==> src/rtl/core/fpd_pkg.sv <==
package fpd_pkg;

  // Raw sample bytes and balancing coefficients.
  localparam int BYTE_W         = 8;
  localparam int COEF_W         = 16;
  localparam int COEF_FRAC_BITS = 14;
  localparam int LANES          = 4;

  // Balancing arithmetic: gain * byte, then cross * (gain * byte).
  localparam int SCALED_W  = COEF_W + BYTE_W;
  localparam int CROSS_W   = COEF_W + SCALED_W;
  localparam int OWN_W     = SCALED_W + COEF_FRAC_BITS;
  localparam int FULL_W    = ((OWN_W > CROSS_W) ? OWN_W : CROSS_W) + 2;
  localparam int BAL_FRAC  = 4;
  localparam int BAL_SHIFT = 2 * COEF_FRAC_BITS - BAL_FRAC;
  localparam int BAL_W     = 16;

  localparam logic signed [FULL_W-1:0] BAL_HALF  = FULL_W'(64'sd1 <<< (BAL_SHIFT - 1));
  localparam logic signed [FULL_W-1:0] BAL_MAX_F = FULL_W'(32767);
  localparam logic signed [FULL_W-1:0] BAL_MIN_F = FULL_W'(-32768);
  localparam logic signed [BAL_W-1:0]  BAL_MAX   = 16'sh7FFF;
  localparam logic signed [BAL_W-1:0]  BAL_MIN   = 16'sh8000;

  // Conjugate product and magnitude.
  localparam int PROD_W   = 2 * BAL_W;
  localparam int PAIR_W   = PROD_W + 1;
  localparam int MAG_W    = PROD_W;
  localparam int RAD_W    = 2 * MAG_W;
  localparam int ROOT_W   = RAD_W / 2;
  localparam int SQ_REM_W = ROOT_W + 4;

  // Fast atan2 denominator and the quotient.
  localparam int ATAN_K_RE  = 23;
  localparam int ATAN_K_ABS = 41;
  localparam int DEN_W      = 40;
  localparam int NUM_SHIFT  = 18;
  localparam int N_W        = MAG_W + NUM_SHIFT + 2;
  localparam int D_W        = DEN_W + 1;
  localparam int Q_W        = 16;
  localparam int DCMP_W     = D_W + Q_W;
  localparam int PHASE_W    = 16;

  localparam logic [Q_W-1:0]            Q_NEG_LIMIT = 16'h8000;
  localparam logic signed [PHASE_W-1:0] PHASE_MAX   = 16'sh7FFF;
  localparam logic signed [PHASE_W-1:0] PHASE_MIN   = 16'sh8000;

  // Configuration port.
  localparam int CFG_IDX_W  = 3;
  localparam int CFG_DATA_W = 16;

  localparam logic [CFG_IDX_W-1:0] REG_BYTE_OFFSET = 3'd0;
  localparam logic [CFG_IDX_W-1:0] REG_GAIN_I      = 3'd1;
  localparam logic [CFG_IDX_W-1:0] REG_GAIN_Q      = 3'd2;
  localparam logic [CFG_IDX_W-1:0] REG_CROSS_I     = 3'd3;
  localparam logic [CFG_IDX_W-1:0] REG_CROSS_Q     = 3'd4;

  localparam logic [BYTE_W-1:0]        BYTE_OFFSET_RST = 8'd128;
  localparam logic signed [COEF_W-1:0] GAIN_RST        = 16'sd16384;

  typedef logic signed [BAL_W-1:0] bal_t;

  typedef struct packed {
    logic [BYTE_W-1:0]        byte_offset;
    logic signed [COEF_W-1:0] gain_i;
    logic signed [COEF_W-1:0] gain_q;
    logic signed [COEF_W-1:0] cross_i;
    logic signed [COEF_W-1:0] cross_q;
  } cfg_t;

  // a + jb is the first sample, c + jd the second.
  typedef struct packed {
    bal_t a;
    bal_t b;
    bal_t c;
    bal_t d;
  } iq_pair_t;

  typedef struct packed {
    logic signed [PAIR_W-1:0] re;
    logic                     im_neg;
    logic [MAG_W-1:0]         aim;
  } side_t;

  typedef struct packed {
    logic ovf;
    logic im_neg;
    logic zero;
  } dctl_t;

  typedef struct packed {
    logic [Q_W-1:0] q;
    logic           ovf;
    logic           im_neg;
    logic           zero;
  } div_res_t;

endpackage

==> src/rtl/core/fpd_divide.sv <==
module fpd_divide
  import fpd_pkg::*;
(
  input  logic              clk,
  input  logic              rst_n,
  input  logic              adv,
  input  logic              in_valid,
  input  logic [ROOT_W-1:0] root,
  input  side_t             in_side,
  output logic              out_valid,
  output div_res_t          res
);

  localparam int STAGES = Q_W + 3;

  logic [STAGES-1:0] v_r;

  logic signed [DEN_W-1:0] den_nxt;
  logic signed [DEN_W-1:0] den_a_r;
  logic [MAG_W-1:0]        aim_a_r;
  dctl_t                   ctl_a_r;

  logic [N_W-1:0] n_b_r;
  logic [D_W-1:0] d_b_r;
  dctl_t          ctl_b_r;

  logic [N_W-1:0] n_c_r;
  logic [D_W-1:0] d_c_r;
  dctl_t          ctl_c_r;

  logic [N_W-1:0] rem_r   [Q_W];
  logic [N_W-1:0] rem_nxt [Q_W];
  logic [Q_W-1:0] q_r     [Q_W];
  logic [Q_W-1:0] q_nxt   [Q_W];
  logic [D_W-1:0] dd_r    [Q_W];
  logic [D_W-1:0] dd_nxt  [Q_W];
  dctl_t          ctl_r   [Q_W];
  dctl_t          ctl_nxt [Q_W];

  // Denominator of the fast atan2: 23 * re + 41 * |p|.
  assign den_nxt = DEN_W'(ATAN_K_RE) * DEN_W'($signed(in_side.re))
                 + DEN_W'(ATAN_K_ABS) * DEN_W'(root);

  // Restoring division, one quotient bit per stage, most significant first.
  // Rounding to nearest is folded in: q = (2*num + den) / (2*den).
  always_comb begin
    logic [N_W-1:0]    prem;
    logic [Q_W-1:0]    pq;
    logic [D_W-1:0]    pd;
    logic [DCMP_W-1:0] dsh;
    logic              ge;
    for (int k = 0; k < Q_W; k++) begin
      if (k == 0) begin
        prem       = n_c_r;
        pq         = '0;
        pd         = d_c_r;
        ctl_nxt[k] = ctl_c_r;
      end else begin
        prem       = rem_r[k-1];
        pq         = q_r[k-1];
        pd         = dd_r[k-1];
        ctl_nxt[k] = ctl_r[k-1];
      end
      dsh        = DCMP_W'(pd) << (Q_W - 1 - k);
      ge         = (DCMP_W'(prem) >= dsh);
      rem_nxt[k] = ge ? N_W'(DCMP_W'(prem) - dsh) : prem;
      q_nxt[k]   = pq;
      q_nxt[k][Q_W-1-k] = ge;
      dd_nxt[k]  = pd;
    end
  end

  always_ff @(posedge clk) begin
    if (!rst_n) begin
      v_r <= '0;
    end else if (adv) begin
      v_r <= {v_r[STAGES-2:0], in_valid};
    end
  end

  always_ff @(posedge clk) begin
    if (adv) begin
      den_a_r        <= den_nxt;
      aim_a_r        <= in_side.aim;
      ctl_a_r.ovf    <= 1'b0;
      ctl_a_r.im_neg <= in_side.im_neg;
      ctl_a_r.zero   <= den_nxt[DEN_W-1] || (den_nxt == '0);

      n_b_r   <= (N_W'(aim_a_r) << (NUM_SHIFT + 1)) + N_W'(den_a_r);
      d_b_r   <= {den_a_r, 1'b0};
      ctl_b_r <= ctl_b_r_nxt(ctl_a_r);

      // A quotient that needs more than Q_W bits only ever saturates.
      n_c_r          <= n_b_r;
      d_c_r          <= d_b_r;
      ctl_c_r.ovf    <= (DCMP_W'(n_b_r) >= (DCMP_W'(d_b_r) << Q_W));
      ctl_c_r.im_neg <= ctl_b_r.im_neg;
      ctl_c_r.zero   <= ctl_b_r.zero;

      rem_r <= rem_nxt;
      q_r   <= q_nxt;
      dd_r  <= dd_nxt;
      ctl_r <= ctl_nxt;
    end
  end

  function automatic dctl_t ctl_b_r_nxt(input dctl_t c);
    ctl_b_r_nxt = c;
  endfunction

  assign out_valid  = v_r[STAGES-1];
  assign res.q      = q_r[Q_W-1];
  assign res.ovf    = ctl_r[Q_W-1].ovf;
  assign res.im_neg = ctl_r[Q_W-1].im_neg;
  assign res.zero   = ctl_r[Q_W-1].zero;

endmodule
==> config.mk <==
export PLATFORM = sky130hd
export DESIGN_NAME = fpd_divide
export DESIGN_NICKNAME = d
export VERILOG_FILES = /design/src/rtl/core/fpd_pkg.sv /design/src/rtl/core/fpd_divide.sv
export SDC_FILE = /design/constraint.sdc
export NUM_CORES = 2
export LEC_CHECK = 0
export ABC_CLOCK_PERIOD_IN_PS = 12700
export BUFFER_PORTS_ARGS = -buffer_cell sky130_fd_sc_hd__buf_4
export CAP_MARGIN = 20
export CORE_MARGIN = 2
export CORE_UTILIZATION = 60
export DETAILED_ROUTE_END_ITERATION = 8
export PLACE_DENSITY = 0.76
export SLEW_MARGIN = 20
export SYNTH_ARGS = -nofsm -noshare
export SYNTH_HDL_FRONTEND = slang
export SYNTH_SLANG_ARGS = --single-unit
export TNS_END_PERCENT = 30
==> constraint.sdc <==
create_clock -name clk -period 12.7 [get_ports clk]
set_input_delay 0 -clock clk [delete_from_list [all_inputs] [get_ports clk]]
set_output_delay 0 -clock clk [all_outputs]
set_load 0.005 [all_outputs]
==> run summary <==
Max Cap Viol: 0
Max stage delay on crit path: 0.65 ns
vias in the first global route: 71704
minimum clock period: 7.74 ns
layout cells sized above 1: 0.0662
Setup Total Neg Slack: 0 ns
Max Fclk: 129 MHz
Worst EP required: 13.35 ns
met2 wire length: 118 mm
met1 wire length: 81.7 mm
sequential area share after synthesis: 0.490
min-delay worst type: in -> reg
CP max-delay cell: o41ai_1
largest net degree at the start of global routing: 189
IO buf count: 121
status: finished, final reports clean
syn nets: 10459
GRT Overall Usage: 0.258
crit share post-route: 0.610
Power Dens Cells: 233 nW/um^2
setup bufs post-CTS: 0
met3 routed WL: 8.18 mm
Critical Path Fanout Max: 6
CTS tree: yes
remaining design rule violation count: 0
Final Max Tran Viols: 0
first-pass GRT wire length: 361 mm
Bufs on Longest Clock Path: 3
Initial Util: 0.604
DP Area: 106000 sq um
I/O pins: 122
Final HPWL DP: 170 mm
CTS Buf Count: 180
Compound-Gate Fraction of Synth Area: 0.149
Die X: 417 um
Avg Cell Area, Syn: 10.9 sq um
type of origin of the critical path: input pin
Synth Warn #: 0
Core Box Area: 169000 sq um
unrepaired setup endpoints after global routing: no
Worst-Margin Slew: 1.23 ns
clock root cell: clkbuf_16
CP arrival: 8.39 ns
Top Metal Used: met4
clock latency on the worst-skew pair: 0.84 ns
final hold violation count: 0
# setup viols final: 0
clk sinks: 1673
GP Congestion: 1.00
Post-Route WL: 224 mm
Vias per Instance: 5.90
commonest non-fill, non-tap cell in the layout: edfxtp_1
commonest non-fill, non-tap cells in the layout: 1654 x edfxtp_1, 1031 x inv_1, 879 x ha_1
grt total ovfl: 0
register bit total from synthesis: 1673
fraction of the mapped netlist area in adder cells: 0.135
htree depth: 4
main combinational cell family by area after synthesis: compound AO/OA/AOI/OAI gates
die area: 174000 sq um
Crit path top cell by count: ha_1
Leakage: 47.1 nW
Synth Flop Type: edfxtp_1
DRT Pass-1 Iters: 9
ant diodes: 0
number of synthesized flops with an enable pin: 1654
drt initial violations: 4520
WL/cell: 18.8 um
CP endpoint kind: register
vias after detailed routing: 70219
cell area after layout: 112000 sq um
Post-Synth XOR/XNOR Area: 0.0580
VDD IR-drop max: 196 uV
Die Y: 417 um
clock-pin transition on the worst setup and hold timing paths: 0.06 ns
mux share of post-synthesis cell area: 0.0251
CP Class: in -> reg
Area Overhead vs Synth: 9.79%
Post-Synth Simple-Gate Area: 0.0968
Post-CTS Resized: 0
synthesized area: 102000 sq um
Clock Skew: 0.0464 ns
synth unique cells: 98
share of flip-flops with an asynchronous set or reset: 0
CTS Hold Buffers Added: 80
row count: 151
Synth Instances: 9340
initial antenna violation count: 3
remaining antenna violation count: 0
Nets: 10657
slew margin rel.: 0.172
-- cell usage after synthesis (150+ instances only) --
| library cell | count | area [sq um] |
|---|---|---|
| nor2_1 | 570 | 2140 |
| nand2_1 | 545 | 2050 |
| inv_1 | 1031 | 3870 |
| a21oi_1 | 848 | 4240 |
| edfxtp_1 | 1654 | 49700 |
| xnor2_1 | 435 | 3810 |
| clkbuf_1 | 185 | 694 |
| nand4_1 | 150 | 938 |
| ha_1 | 879 | 11000 |
| o21ai_0 | 424 | 2120 |
| xor2_1 | 242 | 2120 |
| mux2_2 | 154 | 1730 |
| a21o_1 | 456 | 3420 |
-- path summary, 6_finish.rpt --
path / start / end / slack [ns] / depth (start not counted)
worst min register to register: q_nxt[157]$_DFFE_PP_ / q_nxt[141]$_DFFE_PP_ / 0.40 / 0
worst min-delay path: in_side[34] / den_a_r[2]$_DFFE_PP_ / 0.06 / 4
worst max-delay path: root[2] / ctl_a_r[0]$_DFFE_PP_ / 4.96 / 28
worst max register to register: rem_r[530]$_DFFE_PP_ / rem_r[484]$_DFFE_PP_ / 7.33 / 15
-- layout make-up --
class	count	area, sq um
Timing Repair Buffer	243	2110
Clock inverter	94	1220
Fill cell	12546	57100
Sequential cell	1673	50000
Multi-Input combinational cell	6406	47500
Inverter	1034	3880
Tap cell	2218	2780
Clock buffer	231	4700
-- worst max-delay path: cells and delay by family --
kind	cells	cell delay, ns
compound gates	8	2.80
xor+xnor	2	0.34
fa+ha+maj	6	2.31
buf+inv	2	0.69
simple gates	10	2.25
-- per-stage QoR --
stage | util | hold slack, ns | setup slack [ns] | cells | total power, mW
floorplan | - | 0.0989 | 6.05 | 9340 | 17.8
detailed placement | 0.623 | 0.179 | 4.79 | 11494 | 20.7
global route | 0.663 | 0.0486 | 4.48 | 11899 | 27.9
global placement | 0.623 | 0.179 | 4.88 | 11494 | 20.4
CTS | 0.663 | 0.0249 | 5.09 | 11899 | 26.0
finish | 0.663 | 0.0584 | 4.96 | 11899 | 26.1
-- cells by family after synthesis --
family | count (synthesis)
AOI/OAI and AO/OA | 2438
and+or+nand+nor | 2043
DFF | 1673
buffers and inverters | 1261
adders and majority gates | 1017
xor gates and xnor gates | 677
muxes | 231
-- routing by layer --
layer | up-vias | global-route usage
met5 | - | 0
met3 | 721 | 0.0319
li1 | 34355 | -
met2 | 1967 | 0.488
met4 | 0 | 0.168
met1 | 33176 | 0.266
-- power breakdown --
part / leakage, nW / total [mW] / internal (mW) / switching (mW)
Clock: 2.83 / 5.19 / 3.00 / 2.18
Sequential: 16.3 / 8.89 / 8.05 / 0.841
Combinational: 28.0 / 12.0 / 5.09 / 6.94
-- sequential cells by signal, indices dropped and copies added, names as in the netlist, 32 cells and up --
name     flops
den_a_r     40
n_b_r       52
rem_r      780
dd_nxt     465
ctl_nxt     45
aim_a_r     32
n_c_r       52
q_nxt      120
Note: power is estimated with default switching activity, not from simulation.
